## config.mk

```make
export PLATFORM = sky130hd
export DESIGN_NAME = urxf_counters
export DESIGN_NICKNAME = d
export VERILOG_FILES = /design/src/urxf_pkg.sv /design/src/urxf_counters.sv
export SDC_FILE = /design/constraint.sdc
export NUM_CORES = 1
export LEC_CHECK = 0
export ABC_AREA = 1
export BUFFER_PORTS_ARGS = -buffer_cell sky130_fd_sc_hd__buf_4
export CAP_MARGIN = 15
export CORE_ASPECT_RATIO = 0.8
export CORE_MARGIN = 8
export CORE_UTILIZATION = 45
export DETAILED_ROUTE_END_ITERATION = 8
export PLACE_DENSITY = 0.66
export SYNTH_ARGS = -nofsm -noshare
export SYNTH_HDL_FRONTEND = slang
export SYNTH_SLANG_ARGS = --single-unit
export TNS_END_PERCENT = 1
```

## constraint.sdc

```tcl
create_clock -name i_clk -period 3.4 [get_ports i_clk]
set_clock_uncertainty 0.1 [all_clocks]
set_input_delay 0.17 -clock i_clk [delete_from_list [all_inputs] [get_ports i_clk]]
set_output_delay 0.17 -clock i_clk [all_outputs]
set_load 0.005 [all_outputs]
```

## src/urxf_pkg.sv

```systemverilog
// Shared types and constants for the UART receive ring with error tagging.
// No dependencies; imported by every module of the block.
package urxf_pkg;

    localparam int QUEUE_DEPTH_DEF = 1024;
    localparam int FILL_W          = 10;
    localparam int CNT_W           = 32;
    localparam int PADDR_W         = 3;
    localparam int PDATA_W         = 32;

    localparam logic OP_BYTE = 1'b0;
    localparam logic OP_POP  = 1'b1;

    localparam int LS_DR_BIT = 0;
    localparam int LS_PE_BIT = 2;
    localparam int LS_FE_BIT = 3;
    localparam int LS_BI_BIT = 4;

    localparam logic REG_IGNORE_BREAK = 1'b0;

    typedef struct packed {
        logic       opcode;
        logic [7:0] line_status;
        logic [7:0] rx_byte;
    } t_cmd;

    typedef struct packed {
        logic [7:0]        pop_byte;
        logic [2:0]        pop_flags;
        logic              pop_valid;
        logic [FILL_W-1:0] fill_count;
        logic              dropped_oldest;
        logic              discarded;
        logic [CNT_W-1:0]  overrun_total;
        logic [CNT_W-1:0]  parity_total;
        logic [CNT_W-1:0]  break_total;
        logic [CNT_W-1:0]  frame_total;
        logic [CNT_W-1:0]  received_total;
    } t_result;

    typedef struct packed {
        logic [2:0] flags;
        logic [7:0] data;
    } t_entry;

    typedef struct packed {
        logic push;
        logic pop;
    } t_ring_cmd;

    typedef struct packed {
        logic empty;
        logic full;
    } t_ring_stat;

    typedef struct packed {
        logic push;
        logic drop;
        logic parity;
        logic frame;
        logic brk;
    } t_stat_evt;

    typedef struct packed {
        logic [CNT_W-1:0] overrun;
        logic [CNT_W-1:0] parity;
        logic [CNT_W-1:0] brk;
        logic [CNT_W-1:0] frame;
        logic [CNT_W-1:0] received;
    } t_totals;

endpackage

```

## src/urxf_counters.sv

```systemverilog
// Wrapping event counters for overrun, parity, framing, break and queued bytes.
// Depends on urxf_pkg.
module urxf_counters (
    input  logic                 i_clk,
    input  logic                 i_rst_n,
    input  urxf_pkg::t_stat_evt  i_evt,
    output urxf_pkg::t_totals    o_totals
);
    import urxf_pkg::*;

    t_totals r_totals;

    assign o_totals = r_totals;

    always_ff @(posedge i_clk) begin
        if (!i_rst_n) begin
            r_totals <= '0;
        end else if (i_evt.push) begin
            r_totals.received <= r_totals.received + 1'b1;
            if (i_evt.drop) begin
                r_totals.overrun <= r_totals.overrun + 1'b1;
            end
            if (i_evt.parity) begin
                r_totals.parity <= r_totals.parity + 1'b1;
            end
            if (i_evt.frame) begin
                r_totals.frame <= r_totals.frame + 1'b1;
            end
            if (i_evt.brk) begin
                r_totals.brk <= r_totals.brk + 1'b1;
            end
        end
    end

`ifndef SYNTH
    a_drop_needs_push: assert property (@(posedge i_clk) disable iff (!i_rst_n)
        i_evt.drop |-> i_evt.push)
        else $error("overrun flagged without a queued byte");
`endif

endmodule

```

==> results of run 1 <==
[final cells by class]
| class | count | area [µm²] |
|---|---|---|
| clock inverters | 9 | 134 |
| flip-flops and latches | 160 | 3200 |
| fillers | 1894 | 8180 |
| multi-input cells | 985 | 4790 |
| clock buffers | 22 | 464 |
| inverters | 156 | 591 |
| repair buffers | 170 | 1290 |
| well taps | 258 | 323 |
[per-layer routing]
layer  wire (µm)  vias to the layer above
li1            -                     4548
met1       12200                     3991
met2       10400                      293
met3        2200                       23
met4         244                        0
met5           0                        -
[cell families after synthesis]
logic type,share of synthesized area (%)
buf+inv,7.95
xor+xnor,2.32
fa+ha+maj,0.720
flops,36.9
compound gates,8.27
simple gates,43.8
[worst max path at each step]
stage,startpoint,endpoint,slack (ns),cells after the start
floorplan,o_totals[129],o_totals[142],1.79,7
global placement,o_totals[0],o_totals[12],1.65,8
detailed placement,i_rst_n,o_totals[106],1.62,5
CTS,o_totals[96],o_totals[120],1.62,9
global route,o_totals[97],o_totals[126],1.44,9
finish,o_totals[0],o_totals[12],1.60,8
[what timing repair did]
action / 4_1_cts / 5_1_grt
endpoints found under the hold margin: 3 / 0
resized for setup: 0 / 0
hold buffers: 2 / 0
[Yosys cell counts, drive strengths merged, types with 5 or more instances]
cell | n | share of area, %
buf | 8 | 0.68
o21ai | 54 | 3.1
inv | 156 | 6.8
dfxtp | 160 | 37
a21oi | 67 | 3.9
xor2 | 19 | 1.9
clkbuf | 11 | 0.48
o21a | 6 | 0.52
nand2 | 334 | 15
ha | 5 | 0.72
nand3 | 104 | 7.1
nand4 | 32 | 2.3
nor3 | 32 | 2.2
nor2 | 305 | 16
[layout by cell type, fill, tap and decap left out, types with 13 or more instances in the layout]
| cell | Yosys | layout |
|---|---|---|
| xor2_1 | 19 | 19 |
| nor2_4 | 13 | 13 |
| nor2_2 | 16 | 16 |
| o21ai_0 | 49 | 49 |
| nand4_1 | 32 | 32 |
| inv_1 | 151 | 151 |
| a21oi_1 | 67 | 67 |
| buf_4 | 0 | 167 |
| nor2_1 | 271 | 271 |
| nand2_1 | 323 | 323 |
| dfxtp_1 | 160 | 160 |
| nand3_1 | 90 | 90 |
| nor3_1 | 28 | 28 |
| clkbuf_16 | 0 | 17 |
[worst max-delay path, stage by stage (launching register included)]
cell and delay (ns):
dfxtp_1 0.39, ha_1 0.23, inv_1 0.06, nor2_1 0.19, nand2_1 0.12, nor2_1 0.27, nand2_1 0.10, o21ai_0 0.16
a21oi_1 0.05
[power by group]
group          switching, mW  total, mW  internal, mW
Combinational         0.0854      0.131        0.0454
Sequential            0.0115       1.90          1.88
Clock                  0.791       1.98          1.19
Total                  0.888       4.01          3.12
[through the flow]
| stage | area (µm²) | hold WS [ns] | instances | total power, mW |
|---|---|---|---|---|
| 2_1_floorplan | 8680 | 0.230 | 1320 | 2.02 |
| 3_3_place_gp | 10200 | 0.352 | 1727 | 2.07 |
| 3_5_place_dp | 10200 | 0.358 | 1727 | 2.07 |
| 4_1_cts | 10800 | 0.00535 | 1760 | 4.05 |
| 5_1_grt | 10800 | 0.0157 | 1760 | 4.14 |
| 6_report | 10800 | 0.00870 | 1760 | 4.01 |
==> results.py, run 1 <==
metrics = {
    "run_status": {
        "run_status": "finished clean",
    },
    "sta": {
        "post-route-period-util_pct": 52.9,
        "period_needed_ns": 1.80,
        "rsz0062_at_grt": "false",
        "max_slew_margin_pct": 61.0,
        "worst_pin_slew_ns": 0.584,
        "hold_viol_final": 0,
        "drv_slew": 0,
        "max_clock_freq_mhz": 556,
        "fin_ws_ns": 1.60,
        "tns_ns": 0,
        "setup_viol": 0,
    },
    "logic_synthesis": {
        "async_reset_ff_share_pct": 0,
        "synth_nets": 1332,
        "synth_area_um2": 8680,
        "ys.warnings.count": 0,
        "ys_types": 42,
        "ys_seq_elements": 160,
        "synth_edf_count": 0,
        "avgSynthCellArea_um2": 6.58,
        "ys.flop_type": "dfxtp_1",
        "ys_seq_area_share_pct": 36.9,
        "synth_cells": 1320,
    },
    "route": {
        "drc": 0,
        "drt_iter0_markers": 790,
        "ant_nets": 0,
        "drt_pass1_iterations": 5,
        "post_drt_wl_per_cell_um": 14.2,
        "vias": 8855,
        "via_per_inst": 5.03,
        "wl_um": 25000,
    },
    "layout": {
        "post-route-util_pct": 56.9,
        "largest_register_ffs": 160,
        "drive_gt1_share_pct": 17.8,
        "syn_to_final_growth_pct": 24.4,
        "nNetsFinal": 1502,
        "antennaDiodeCount": 0,
    },
    "global_routing": {
        "busiest_layer": "met2",
        "grt_start_max_net_pins": 53,
        "grt_pass1_wl_um": 40600,
        "met1_usage_pct": 29.3,
        "antenna_found_initial": 0,
        "overflow": 0,
        "grt_util_met3_pct": 5.14,
        "track_usage_pct": 20.6,
        "first_global_vias": 8124,
        "met2_usage_pct": 30.5,
    },
    "floorplanning": {
        "die_h_um": 140,
        "rows": 45,
        "core_area_um2": 19000,
        "dieArea_um2": 24000,
        "die_w_um": 171,
        "start_util_pct": 45.8,
        "num_io_pins": 167,
    },
    "critical_path": {
        "worst-r2r-cell-count": 8,
        "worstPathArrival_ns": 2.02,
        "start_kind": "flop",
        "regToRegSetupSlack_ns": 1.60,
        "path_max_fanout": 5,
        "cp-end-kind": "flop",
        "r2r-end": "o_totals[12]",
        "regToRegStartpoint": "o_totals[0]",
        "crit_type": "reg2reg",
        "required_ns": 3.62,
    },
    "place": {
        "place_congestion": 0.918,
        "post-place-ws_ns": 1.62,
        "place_hpwl_um": 18600,
        "portBuffers": 166,
    },
    "cts": {
        "h-tree-depth": 4,
        "clockBufferDepth": 2,
        "path_clk_slew_ns": 0.06,
        "cts.sinks": 160,
        "clk_latency_ns": 0.43,
        "cts_tree": "built",
        "cts_root_buffer": "clkbuf_16",
        "cts_setup_buffers": 0,
        "cts_buffers": 17,
    },
    "power_and_ir_drop": {
        "leakage_nw": 4.50,
        "ir_worst_vdd_mv": 0.265,
        "p_per_area_nw_per_um2": 371,
    },
    "min_path": {
        "hp-start": "i_evt[0]",
        "hold_path_end": "o_totals[64]",
        "whs_path_depth": 3,
        "hold_path_class": "in2reg",
    },
    "flow_run": {
        "maxCapViolCount": 0,
    },
}
No activity file was read; power rests on OpenSTA's default activity.
==> inputs of run 2 (changes only) <==
clock period = 1.8 ns   (was 3.4 ns; I/O delays follow)
==> run 2 against run 1 <==
Net effect:
- via count is 1.0% higher
- cell count is 2.3% higher
- count of clock-buffer cells in the layout stayed put
- clock power is 94% higher
- largest cell class unchanged
- largest power group unchanged
- highest routed layer unchanged
==> results.py, run 2 (synthesis results as in run 1) <==
metrics = {
    "sta": {
        "fin_ws_ns": 0.101,
        "max_clock_freq_mhz": 589,
        "rsz0062_at_grt": "true",
        "worst_pin_slew_ns": 0.430,
        "drv_slew": 0,
        "period_needed_ns": 1.70,
        "post-route-period-util_pct": 94.4,
        "max_slew_margin_pct": 71.4,
        "hold_viol_final": 0,
        "setup_viol": 0,
        "worst_hold_slack_ns": 0.366,
    },
    "floorplanning": {
        "num_io_pins": 167,
        "rows": 45,
        "die_h_um": 140,
        "core_area_um2": 19000,
        "die_w_um": 171,
        "dieArea_um2": 24000,
        "start_util_pct": 45.8,
    },
    "critical_path": {
        "path_max_fanout": 5,
        "worstPathArrival_ns": 1.92,
        "start_kind": "flop",
        "required_ns": 2.02,
        "crit_type": "reg2reg",
        "cp-end-kind": "flop",
    },
    "global_routing": {
        "overflow": 0,
        "track_usage_pct": 21.0,
        "grt_start_max_net_pins": 39,
        "antenna_found_initial": 0,
        "grt_pass1_wl_um": 41400,
        "first_global_vias": 8218,
    },
    "flow_run": {
        "maxCapViolCount": 0,
    },
    "layout": {
        "antennaDiodeCount": 0,
        "layout_common_cells": "nand2_1, nor2_1, buf_4, dfxtp_1, inv_1",
        "drive_gt1_share_pct": 19.8,
        "final_common_cell": "nand2_1",
        "syn_to_final_growth_pct": 28.5,
        "nNetsFinal": 1541,
        "largest_register_ffs": 160,
        "post-route-cell-area_um2": 11200,
        "fillCellCount": 1847,
    },
    "cts": {
        "cts_root_buffer": "clkbuf_16",
        "clk_latency_ns": 0.43,
        "h-tree-depth": 4,
        "cts.sinks": 160,
        "path_clk_slew_ns": 0.06,
        "cts_buffers": 17,
        "cts_tree": "built",
        "clockBufferDepth": 2,
        "cts_setup_buffers": 0,
    },
    "min_path": {
        "hold_path_class": "reg2reg",
    },
    "place": {
        "place_congestion": 0.904,
        "portBuffers": 166,
        "place_hpwl_um": 19000,
        "placed_area_um2": 10500,
        "post-place-ws_ns": 0.108,
    },
    "run_status": {
        "run_status": "finished clean",
    },
    "route": {
        "drc": 0,
        "ant_nets": 0,
        "drt_iter0_markers": 578,
        "vias": 8944,
        "drt_pass1_iterations": 5,
        "wl_um": 25300,
        "via_per_inst": 4.97,
        "post_drt_wl_per_cell_um": 14.0,
    },
    "power_and_ir_drop": {
        "leakage_nw": 4.71,
        "ir_worst_vdd_mv": 0.501,
        "p_per_area_nw_per_um2": 690,
    },
}
[run 2: layer usage]
metal / GRT usage [%] / wire (µm)
met1: 29.9 / 12800
met2: 31.0 / 10500
met3: 5.39 / 1830
met4: 4.84 / 203
met5: 0 / 0
[run 2: layout make-up]
cell class	count	area (µm²)	share of cell area (%)
Inverter	156	591	5.29
Clock inverter	10	160	1.44
Timing Repair Buffer	209	1610	14.5
Tap cell	258	323	2.89
Sequential cell	160	3200	28.7
Clock buffer	22	454	4.07
Multi-Input combinational cell	985	4810	43.1
[run 2: where the power goes]
| part | total, mW | switching (mW) | internal [mW] | leakage [nW] |
|---|---|---|---|---|
| logic | 0.278 | 0.173 | 0.105 | 3.12 |
| clock network | 3.84 | 1.49 | 2.36 | 0.298 |
| registers | 3.58 | 0.0183 | 3.56 | 1.29 |
| total | 7.70 | 1.68 | 6.02 | 4.71 |
[run 2: critical path, cell delays in order, from the launching register on]
cell and delay (ns):
dfxtp_1 0.39, ha_1 0.20, nand3_1 0.19, nor2_8 0.19
nand3_4 0.11, or2_4 0.25, o21ai_1 0.12, nor2_1 0.05
[run 2: stage by stage]
stage | utilization, % | setup TNS, ns | total power [mW] | instances
5_1_grt | 58.8 | -0.0212 | 7.94 | 1800
3_3_place_gp | 55.1 | 0 | 3.92 | 1762
4_1_cts | 58.7 | 0 | 7.76 | 1800
2_1_floorplan | - | 0 | 3.82 | 1320
6_report | 58.8 | 0 | 7.70 | 1800
3_5_place_dp | 55.1 | 0 | 3.92 | 1762
[run 2: path summary, 6_finish.rpt]
path	end	startpoint	depth (start not counted)	slack, ns
worst max-delay path	o_totals[142]	o_totals[129]	7	0.10
worst min-delay path	o_totals[8]	o_totals[8]	2	0.37
worst max register to register	o_totals[142]	o_totals[129]	7	0.10
worst min register to register	o_totals[8]	o_totals[8]	2	0.37
[run 2: what timing repair did]
item | CTS | global route
hold endpoints to repair | 20 | 0
resized for setup | 0 | 9
endpoints found under the setup margin | 0 | 19
hold buffers | 6 | 0
